### config.mk
export PLATFORM = sky130hd
export DESIGN_NAME = key_matrix_midi_note_events_unit
export DESIGN_NICKNAME = d
export VERILOG_FILES = /design/src/hw/rtl/kmne_pkg.sv /design/src/hw/rtl/kmne_ctrl.sv /design/src/hw/rtl/kmne_datapath.sv /design/src/hw/rtl/key_matrix_midi_note_events_unit.sv
export SDC_FILE = /design/constraint.sdc
export NUM_CORES = 1
export LEC_CHECK = 0
export ABC_AREA = 1
export BUFFER_PORTS_ARGS = -buffer_cell sky130_fd_sc_hd__buf_2
export CORE_MARGIN = 1
export CORE_UTILIZATION = 57
export CTS_CLUSTER_SIZE = 10
export DETAILED_ROUTE_END_ITERATION = 8
export HOLD_SLACK_MARGIN = 0.12
export PLACE_DENSITY = 0.76
export SKIP_CTS_REPAIR_TIMING = 1
export SLEW_MARGIN = 10
export SYNTH_ARGS = -nofsm -noshare
export SYNTH_HDL_FRONTEND = slang
export SYNTH_SLANG_ARGS = --single-unit
### constraint.sdc
create_clock -name clk -period 3 [get_ports clk]
set_clock_uncertainty 0.2 [all_clocks]
set_input_delay 0.75 -clock clk [delete_from_list [all_inputs] [get_ports clk]]
set_output_delay 0.75 -clock clk [all_outputs]
set_load 0.05 [all_outputs]
### src/hw/rtl/kmne_pkg.sv
// ---------------------------------------------------------------------------
// kmne_pkg
// types and constants shared by the key matrix midi note event block
// ---------------------------------------------------------------------------
package kmne_pkg;

  localparam int COL_W  = 4;
  localparam int ROW_W  = 3;
  localparam int NOTE_W = 7;
  localparam int VEL_W  = 7;
  localparam int CHAN_W = 4;
  localparam int STAT_W = 8;
  localparam int CFG_W  = 7;

  localparam logic [STAT_W-1:0] NOTE_ON_CODE  = 8'h90;
  localparam logic [STAT_W-1:0] NOTE_OFF_CODE = 8'h80;

  localparam logic [VEL_W-1:0] VELOCITY_RESET = 7'd100;

  // request kinds carried in tuser
  localparam logic REQ_MAP_WRITE = 1'b0;
  localparam logic REQ_SCAN      = 1'b1;

  // configuration register indexes
  localparam logic CFG_MIDI_CHANNEL  = 1'b0;
  localparam logic CFG_NOTE_VELOCITY = 1'b1;

  typedef enum logic [1:0] {
    ST_IDLE,
    ST_PICK,
    ST_SEND
  } kmne_state_t;

  typedef struct packed {
    logic map_write;
    logic load_scan;
    logic pick;
  } kmne_cmd_t;

  typedef struct packed {
    logic scan_change;
    logic msg_last;
  } kmne_status_t;

endpackage

### src/hw/rtl/kmne_ctrl.sv
// ---------------------------------------------------------------------------
// kmne_ctrl
// sequencer: takes one item, then walks the changed keys one message each
// ---------------------------------------------------------------------------
module kmne_ctrl (
  input  logic                  clk,
  input  logic                  rst,
  input  logic                  s_tvalid,
  input  logic                  s_tuser,
  output logic                  s_tready,
  output logic                  m_tvalid,
  input  logic                  m_tready,
  output kmne_pkg::kmne_cmd_t    cmd,
  input  kmne_pkg::kmne_status_t status
);
  import kmne_pkg::*;

  kmne_state_t state;
  kmne_state_t state_next;

  always_ff @(posedge clk) begin
    if (rst) begin
      state <= ST_IDLE;
    end else begin
      state <= state_next;
    end
  end

  always_comb begin
    state_next = state;
    unique case (state)
      ST_IDLE: begin
        if (s_tvalid && s_tuser == REQ_SCAN && status.scan_change) begin
          state_next = ST_PICK;
        end
      end
      ST_PICK: begin
        state_next = ST_SEND;
      end
      ST_SEND: begin
        if (m_tready) begin
          state_next = status.msg_last ? ST_IDLE : ST_PICK;
        end
      end
      default: begin
        state_next = ST_IDLE;
      end
    endcase
  end

  always_comb begin
    s_tready      = 1'b0;
    m_tvalid      = 1'b0;
    cmd.map_write = 1'b0;
    cmd.load_scan = 1'b0;
    cmd.pick      = 1'b0;
    unique case (state)
      ST_IDLE: begin
        s_tready      = 1'b1;
        cmd.map_write = s_tvalid && s_tuser == REQ_MAP_WRITE;
        cmd.load_scan = s_tvalid && s_tuser == REQ_SCAN;
      end
      ST_PICK: begin
        cmd.pick = 1'b1;
      end
      ST_SEND: begin
        m_tvalid = 1'b1;
      end
      default: begin
        s_tready = 1'b0;
      end
    endcase
  end

endmodule

### src/hw/rtl/kmne_datapath.sv
// ---------------------------------------------------------------------------
// kmne_datapath
// key state, note map memory, pending change masks and message register
// ---------------------------------------------------------------------------
module kmne_datapath #(
  parameter int ROW_COUNT    = 8,
  parameter int COLUMN_COUNT = 16
) (
  input  logic                          clk,
  input  logic                          rst,
  input  logic                          cfg_we,
  input  logic                          cfg_index,
  input  logic [kmne_pkg::CFG_W-1:0]    cfg_data,
  input  logic [kmne_pkg::COL_W-1:0]    scan_column,
  input  logic [7:0]                    row_levels,
  input  logic [kmne_pkg::COL_W-1:0]    map_column,
  input  logic [kmne_pkg::ROW_W-1:0]    map_row,
  input  logic [kmne_pkg::NOTE_W-1:0]   map_note,
  input  kmne_pkg::kmne_cmd_t           cmd,
  output kmne_pkg::kmne_status_t        status,
  output logic [kmne_pkg::STAT_W-1:0]   midi_status,
  output logic [kmne_pkg::NOTE_W-1:0]   midi_note,
  output logic [kmne_pkg::VEL_W-1:0]    midi_velocity,
  output logic [kmne_pkg::ROW_W-1:0]    event_row,
  output logic [kmne_pkg::COL_W-1:0]    event_column,
  output logic                          last
);
  import kmne_pkg::*;

  localparam int CIDX_W    = (COLUMN_COUNT > 1) ? $clog2(COLUMN_COUNT) : 1;
  localparam int MAP_AW    = CIDX_W + ROW_W;
  localparam int MAP_DEPTH = 2 ** MAP_AW;

  logic [CHAN_W-1:0]    midi_channel;
  logic [VEL_W-1:0]     note_velocity;
  logic [ROW_COUNT-1:0] key_down [COLUMN_COUNT];
  logic [NOTE_W-1:0]    note_map [MAP_DEPTH];
  logic [ROW_COUNT-1:0] on_mask;
  logic [ROW_COUNT-1:0] off_mask;
  logic [COL_W-1:0]     cur_col;
  logic [ROW_W-1:0]     msg_row;
  logic                 msg_on;
  logic                 msg_last;
  logic [NOTE_W-1:0]    note_q;

  logic                 col_ok;
  logic                 map_ok;
  logic [CIDX_W-1:0]    scan_idx;
  logic [ROW_COUNT-1:0] levels;
  logic [ROW_COUNT-1:0] old_down;
  logic [ROW_COUNT-1:0] pressed;
  logic [ROW_COUNT-1:0] released;
  logic                 sel_on;
  logic [ROW_W-1:0]     sel_row;
  logic [ROW_COUNT-1:0] sel_bit;
  logic [ROW_COUNT-1:0] on_mask_next;
  logic [ROW_COUNT-1:0] off_mask_next;

  function automatic logic [ROW_W-1:0] lowest_row(input logic [ROW_COUNT-1:0] mask);
    logic [ROW_W-1:0] idx;
    idx = '0;
    for (int r = ROW_COUNT - 1; r >= 0; r--) begin
      if (mask[r]) begin
        idx = ROW_W'(r);
      end
    end
    return idx;
  endfunction

  // configuration registers
  always_ff @(posedge clk) begin
    if (rst) begin
      midi_channel  <= '0;
      note_velocity <= VELOCITY_RESET;
    end else if (cfg_we) begin
      if (cfg_index == CFG_MIDI_CHANNEL) begin
        midi_channel <= cfg_data[CHAN_W-1:0];
      end else begin
        note_velocity <= cfg_data[VEL_W-1:0];
      end
    end
  end

  // scan compare
  assign col_ok   = {1'b0, scan_column} < (COL_W + 1)'(COLUMN_COUNT);
  assign map_ok   = ({1'b0, map_column} < (COL_W + 1)'(COLUMN_COUNT)) &&
                    ({1'b0, map_row} < (ROW_W + 1)'(ROW_COUNT));
  assign scan_idx = scan_column[CIDX_W-1:0];
  assign levels   = row_levels[ROW_COUNT-1:0];
  assign old_down = key_down[scan_idx];
  assign pressed  = levels & ~old_down;
  assign released = ~levels & old_down;

  assign status.scan_change = col_ok && (|(pressed | released));
  assign status.msg_last    = msg_last;

  // next message: note-ons first, then note-offs, lowest row first
  always_comb begin
    sel_on        = |on_mask;
    sel_row       = sel_on ? lowest_row(on_mask) : lowest_row(off_mask);
    sel_bit       = ROW_COUNT'(1) << sel_row;
    on_mask_next  = sel_on ? (on_mask & ~sel_bit) : on_mask;
    off_mask_next = sel_on ? off_mask : (off_mask & ~sel_bit);
  end

  always_ff @(posedge clk) begin
    if (rst) begin
      for (int c = 0; c < COLUMN_COUNT; c++) begin
        key_down[c] <= '0;
      end
      on_mask  <= '0;
      off_mask <= '0;
      msg_on   <= 1'b0;
      msg_last <= 1'b0;
    end else begin
      if (cmd.load_scan && col_ok) begin
        key_down[scan_idx] <= levels;
        on_mask            <= pressed;
        off_mask           <= released;
      end
      if (cmd.pick) begin
        on_mask  <= on_mask_next;
        off_mask <= off_mask_next;
        msg_on   <= sel_on;
        msg_last <= ~(|(on_mask_next | off_mask_next));
      end
    end
  end

  always_ff @(posedge clk) begin
    if (cmd.load_scan && col_ok) begin
      cur_col <= scan_column;
    end
    if (cmd.pick) begin
      msg_row <= sel_row;
    end
  end

  // note map memory: one write port, one registered read port
  always_ff @(posedge clk) begin
    if (cmd.map_write && map_ok) begin
      note_map[{map_column[CIDX_W-1:0], map_row}] <= map_note;
    end
    if (cmd.pick) begin
      note_q <= note_map[{cur_col[CIDX_W-1:0], sel_row}];
    end
  end

  assign midi_status   = (msg_on ? NOTE_ON_CODE : NOTE_OFF_CODE) |
                         {{(STAT_W - CHAN_W){1'b0}}, midi_channel};
  assign midi_note     = note_q;
  assign midi_velocity = note_velocity;
  assign event_row     = msg_row;
  assign event_column  = cur_col;
  assign last          = msg_last;

endmodule

### src/hw/rtl/key_matrix_midi_note_events_unit.sv
// ---------------------------------------------------------------------------
// key_matrix_midi_note_events_unit
// turns key matrix column scans into midi note-on and note-off messages
// ---------------------------------------------------------------------------
// The slave stream carries either a note map write (tuser 0) or a column
// scan (tuser 1). A map write stores the note of one key and yields nothing.
// A scan compares the column's row levels with the stored pressed bits and
// sends one master-stream message per changed key: note-ons first, then
// note-offs, each in ascending row order, tlast on the final message.
// A scan with no change, or with a column beyond the matrix, yields nothing.
// An item is taken only while the block is idle. For a scan with changes,
// each message passes through a pick state (one note map read) and then a
// send state that offers it on the master stream until tready is high. The
// slave side is ready again in the cycle after the last message transfers.
// A stalled receiver holds the message in the output register; no new item
// is taken meanwhile. Reset clears all pressed bits, sets channel 0 and
// velocity 100; the note map holds no value until written.
// Configuration writes (cfg_we, cfg_index, cfg_data) take effect at once
// and are meant for idle periods.
// ---------------------------------------------------------------------------
module key_matrix_midi_note_events_unit #(
  parameter int ROW_COUNT    = 8,
  parameter int COLUMN_COUNT = 16
) (
  input  logic                       clk,
  input  logic                       rst,
  // scan_column[3:0], row_levels[11:4], map_column[15:12], map_row[18:16],
  // map_note[25:19], zero fill above
  input  logic [31:0]                s_tdata,
  // req_type
  input  logic                       s_tuser,
  input  logic                       s_tvalid,
  output logic                       s_tready,
  // midi_status[7:0], midi_note[14:8], midi_velocity[21:15], event_row[24:22],
  // event_column[28:25], zero fill above
  output logic [31:0]                m_tdata,
  output logic                       m_tlast,
  output logic                       m_tvalid,
  input  logic                       m_tready,
  input  logic                       cfg_we,
  input  logic                       cfg_index,
  input  logic [kmne_pkg::CFG_W-1:0] cfg_data
);
  import kmne_pkg::*;

  kmne_cmd_t         cmd;
  kmne_status_t      status;
  logic [STAT_W-1:0] midi_status;
  logic [NOTE_W-1:0] midi_note;
  logic [VEL_W-1:0]  midi_velocity;
  logic [ROW_W-1:0]  event_row;
  logic [COL_W-1:0]  event_column;

  kmne_ctrl u_ctrl (
    .clk      (clk),
    .rst      (rst),
    .s_tvalid (s_tvalid),
    .s_tuser  (s_tuser),
    .s_tready (s_tready),
    .m_tvalid (m_tvalid),
    .m_tready (m_tready),
    .cmd      (cmd),
    .status   (status)
  );

  kmne_datapath #(
    .ROW_COUNT    (ROW_COUNT),
    .COLUMN_COUNT (COLUMN_COUNT)
  ) u_datapath (
    .clk           (clk),
    .rst           (rst),
    .cfg_we        (cfg_we),
    .cfg_index     (cfg_index),
    .cfg_data      (cfg_data),
    .scan_column   (s_tdata[3:0]),
    .row_levels    (s_tdata[11:4]),
    .map_column    (s_tdata[15:12]),
    .map_row       (s_tdata[18:16]),
    .map_note      (s_tdata[25:19]),
    .cmd           (cmd),
    .status        (status),
    .midi_status   (midi_status),
    .midi_note     (midi_note),
    .midi_velocity (midi_velocity),
    .event_row     (event_row),
    .event_column  (event_column),
    .last          (m_tlast)
  );

  assign m_tdata = {3'b000, event_column, event_row, midi_velocity, midi_note, midi_status};

endmodule

==> reports/summary.md <==
The flow ran to the end, but the final reports show violations. The checks that failed: setup timing. Minimum clock period after layout: 3029 ps.

The path type of the worst setup path was reg2reg. The kind of capture point of the worst setup path was a flip-flop. The worst-case IR drop observed on VDD is 0.4750 mV. Clock transition at the registers of the reported paths: 60 ps. The fraction of the cycle the final worst path needs was 101.0%. Compared with the post-synthesis result, the final layout area differs by 17.05%. In this run, flip-flops and latches consume 42.3% of the power.

For the number of top-level pins, the log shows 81. The biggest area contributor in the post-synthesis netlist is sky130_fd_sc_hd__edfxtp_1. The initial utilization of the core area, before any placement, comes to 57.65%. For the pin with the worst max-slew slack, the measured transition is 823.7 ps.

The final setup slack of the worst path is -28.95 ps, and the clock latency on the worst-skew pair is 700 ps. Final core area utilization: 67.48%. In the final layout, the share of cells above drive strength 1 is 13.01%.

Across every metal layer, demand over resource in global routing totals 29.02%. Cell internal power was estimated by the tool at 26.86 mW. The logs give 32150 for the number of global-route vias before repair and 0 for the sum of overflow across all layers after global routing. After synthesis, the netlist uses 29 different library cells.

The tools report the remaining antenna violation count as 0. The number of placement rows is 103. Sorting the synthesized cells by area gives the leading types as sky130_fd_sc_hd__edfxtp_1 68%, sky130_fd_sc_hd__nand2_1 15%, sky130_fd_sc_hd__nand3_1 7.8%. The critical path startpoint category is a flip-flop. The per-cell via count in the routed design was 5.914. The first global-routing pass estimated 180700 um of wire. During placement, the flow inserted port buffers numbering 68. The final count of pins violating max slew came out at 0. For this block, the routed nets add up to 121300 um of wire. Of the total power, the clock network draws 31.9%. Yosys printed 0 warnings. The maximum count of clock buffers along a single path came out at 3. Leaving out fill and tap cells, the most frequent cells in the layout are 1807 x sky130_fd_sc_hd__nand2_1, 1038 x sky130_fd_sc_hd__edfxtp_1, 652 x sky130_fd_sc_hd__nand3_1. For this design the ratio of total power to cell area is 734.3 nW/um2. Most common cell after layout, fill and taps aside: sky130_fd_sc_hd__nand2_1.

After filler insertion, the fill cell instance count of the layout stands at 5542. Setup repair after global routing could not meet its margin everywhere. The switching component of the power came out at 12.35 mW. The congestion estimate from routability-driven global placement came to 0.9003. The highest achievable clock rate was 0.3301 GHz; the filler-free cell count of the finished design was 5716. Setup violations remaining at the end of the flow were counted as 3.

Timing analysis after detailed placement gives a worst setup slack of -101.6 ps. The area occupied by registers was 31790 um2. Detailed placement ended at an HPWL of 70850 um. The switching part of the total power works out to 31.50%.

The detailed router finished its first iteration with 4589 violations. In the routed design, unresolved DRC markers number 0. The tool flagged a number of max-cap violations equal to 0. Data on the critical path arrives at its endpoint at 3270 ps.

The number of detailed-routing iterations run before antenna repair is 8, and the flop and latch count out of synthesis is 1069. The multi-input combinational cells in the finished layout cover a total of 12820 um2. The hold violation count in the final report came out at 0.

The cell count after placement was 5542. Synthesis handed over a netlist of 4367 instances. The average instance in the mapped netlist occupies 10.45 um2. The floorplan step set the die width to 284.9 um. The via count of the routed design was 33800; the number of antenna violations at the first check in global routing was 3.

STA puts the critical path data required time at 3240 ps. In the final routed layout, each cell accounts on average for 21.23 um. For the portion of the post-synthesis area used by sequential elements, the log shows 69.69%. Measured along the y axis, the die boundary spans 284.9 um. The analysis attributes to cell leakage a power of 21.13 nW. TritonCTS built the clock tree. The die covers 81170 um2. Entering global routing, the biggest net connects 75 pins. Number of nets in the final layout: 4689. The tools report the number of clock buffers inserted by TritonCTS as 118. CTS placed an instance of sky130_fd_sc_hd__clkbuf_16 at the clock tree root.

The min-delay analysis places its worst path in the category in2reg. The tools report the number of clock sinks as 1069. The area of the core region is 79130 um2, and the number of levels in the clock H-tree is 3.

The mapped netlist covers 45620 um2. The share of total power dissipated in combinational logic is 25.8%. The tightest slew margin relative to the limit is 45.03%, and the maximum fanout along the worst path is 20. Of the post-synthesis cell area, the dominant cell type holds 68.33%.
[power by group through the flow]
stage	Combinational, mW	Clock (mW)	Sequential [mW]
floorplan	5.69	0	17.0
global placement	9.03	0	16.9
detailed placement	9.21	0	16.9
CTS	9.30	12.6	16.6
global route	10.9	13.1	16.6
finish	10.1	12.5	16.6
[cell families after synthesis]
kind of cell | after synthesis | share of synthesized area [%]
adders and majority gates | 16 | 0.4388
other | 2 | 0.01646
AOI/OAI and AO/OA | 80 | 1.149
DFF | 1069 | 69.69
buffers and inverters | 337 | 3.075
and+or+nand+nor | 2863 | 25.63
[through the flow]
| stage | TNS [ps] | total power, mW | area (um2) | hold slack, ps |
|---|---|---|---|---|
| after floorplan | 0 | 22.65 | 45640 | 265.6 |
| after global placement | 0 | 25.91 | 49480 | 256.1 |
| after detailed placement | -102.0 | 26.08 | 49480 | 255.5 |
| after CTS | -296.1 | 38.46 | 52670 | 27.19 |
| after global routing | -1511 | 40.66 | 53390 | 124.3 |
| final | -57.43 | 39.21 | 53400 | 111.1 |
[layer usage]
metal	vias to the layer above	track usage, %	wire [um]
met1	16070	39.06	45190
met3	328	5.008	13100
met2	2073	47.27	58120
met5	-	0	20
met4	4	11.63	4894
li1	15330	-	-
[critical path, stage by stage (launching register included)]
cell	delay, ps
sky130_fd_sc_hd__dfxtp_2	340
sky130_fd_sc_hd__inv_1	40
sky130_fd_sc_hd__o21bai_1	160
sky130_fd_sc_hd__nand2_1	70
sky130_fd_sc_hd__nand2_1	60
sky130_fd_sc_hd__nand2_1	80
sky130_fd_sc_hd__a21oi_4	270
sky130_fd_sc_hd__nand2_8	70
sky130_fd_sc_hd__buf_12	160
sky130_fd_sc_hd__buf_12	180
sky130_fd_sc_hd__clkbuf_16	210
sky130_fd_sc_hd__nand2_1	90
sky130_fd_sc_hd__nand2_1	50
sky130_fd_sc_hd__nand2_1	70
sky130_fd_sc_hd__nand3_1	120
sky130_fd_sc_hd__nand3_1	120
sky130_fd_sc_hd__nand3_1	120
sky130_fd_sc_hd__nand3_2	110
sky130_fd_sc_hd__nand2_1	90
sky130_fd_sc_hd__nand2_1	60
sky130_fd_sc_hd__nand2_1	60
[state kept, by name (all words and copies together) (netlist names), 3 cells and up]
| register | cells |
|---|---|
| u_datapath.midi_channel | 4 |
| u_datapath.midi_note | 7 |
| u_datapath.on_mask | 8 |
| u_datapath.midi_velocity | 7 |
| u_datapath.event_row | 3 |
| u_datapath.off_mask | 8 |
| u_datapath.event_column | 4 |
| u_datapath.note_map | 896 |
| u_datapath.key_down | 128 |
[final cells by class]
class / instances / share of cell area, %
Antenna cell: 2 / 0.009373
Clock buffer: 148 / 5.760
Clock inverter: 9 / 0.2179
Inverter: 70 / 0.5366
Multi-Input combinational cell: 2965 / 24.02
Sequential cell: 1069 / 59.54
Tap cell: 1050 / 2.460
Timing Repair Buffer: 403 / 7.459
[worst paths after layout]
path | start | endpoint | slack [ps] | cells after the start
min | cfg_data[1] | u_datapath.midi_channel[1] | 110 | 3
max | u_datapath.on_mask[7] | u_datapath.midi_note[1] | -30 | 20
max reg2reg | u_datapath.on_mask[7] | u_datapath.midi_note[1] | -30 | 20
min reg2reg | u_datapath.midi_velocity[2] | u_datapath.midi_velocity[2] | 270 | 2
[synth_stat cells]
master / number
sky130_fd_sc_hd__a2111oi_0: 1
sky130_fd_sc_hd__nand3_1: 715
sky130_fd_sc_hd__a22oi_1: 32
sky130_fd_sc_hd__buf_6: 1
sky130_fd_sc_hd__a21oi_1: 10
sky130_fd_sc_hd__buf_2: 83
sky130_fd_sc_hd__clkbuf_1: 148
sky130_fd_sc_hd__dfxtp_1: 31
sky130_fd_sc_hd__edfxtp_1: 1038
sky130_fd_sc_hd__nor2_1: 313
sky130_fd_sc_hd__inv_2: 4
sky130_fd_sc_hd__o2111ai_1: 1
sky130_fd_sc_hd__clkinv_1: 10
sky130_fd_sc_hd__o211ai_1: 5
sky130_fd_sc_hd__o21ai_1: 4
sky130_fd_sc_hd__ha_1: 16
sky130_fd_sc_hd__nor2_4: 1
sky130_fd_sc_hd__nand4_1: 12
sky130_fd_sc_hd__a21oi_2: 1
sky130_fd_sc_hd__o21ai_0: 15
sky130_fd_sc_hd__buf_1: 28
sky130_fd_sc_hd__a31oi_1: 6
sky130_fd_sc_hd__buf_4: 7
sky130_fd_sc_hd__nor3_1: 11
sky130_fd_sc_hd__conb_1: 2
sky130_fd_sc_hd__o21a_1: 4
sky130_fd_sc_hd__nand2_1: 1811
sky130_fd_sc_hd__inv_1: 56
sky130_fd_sc_hd__o21bai_1: 1
(Power assumes the default switching activity.)
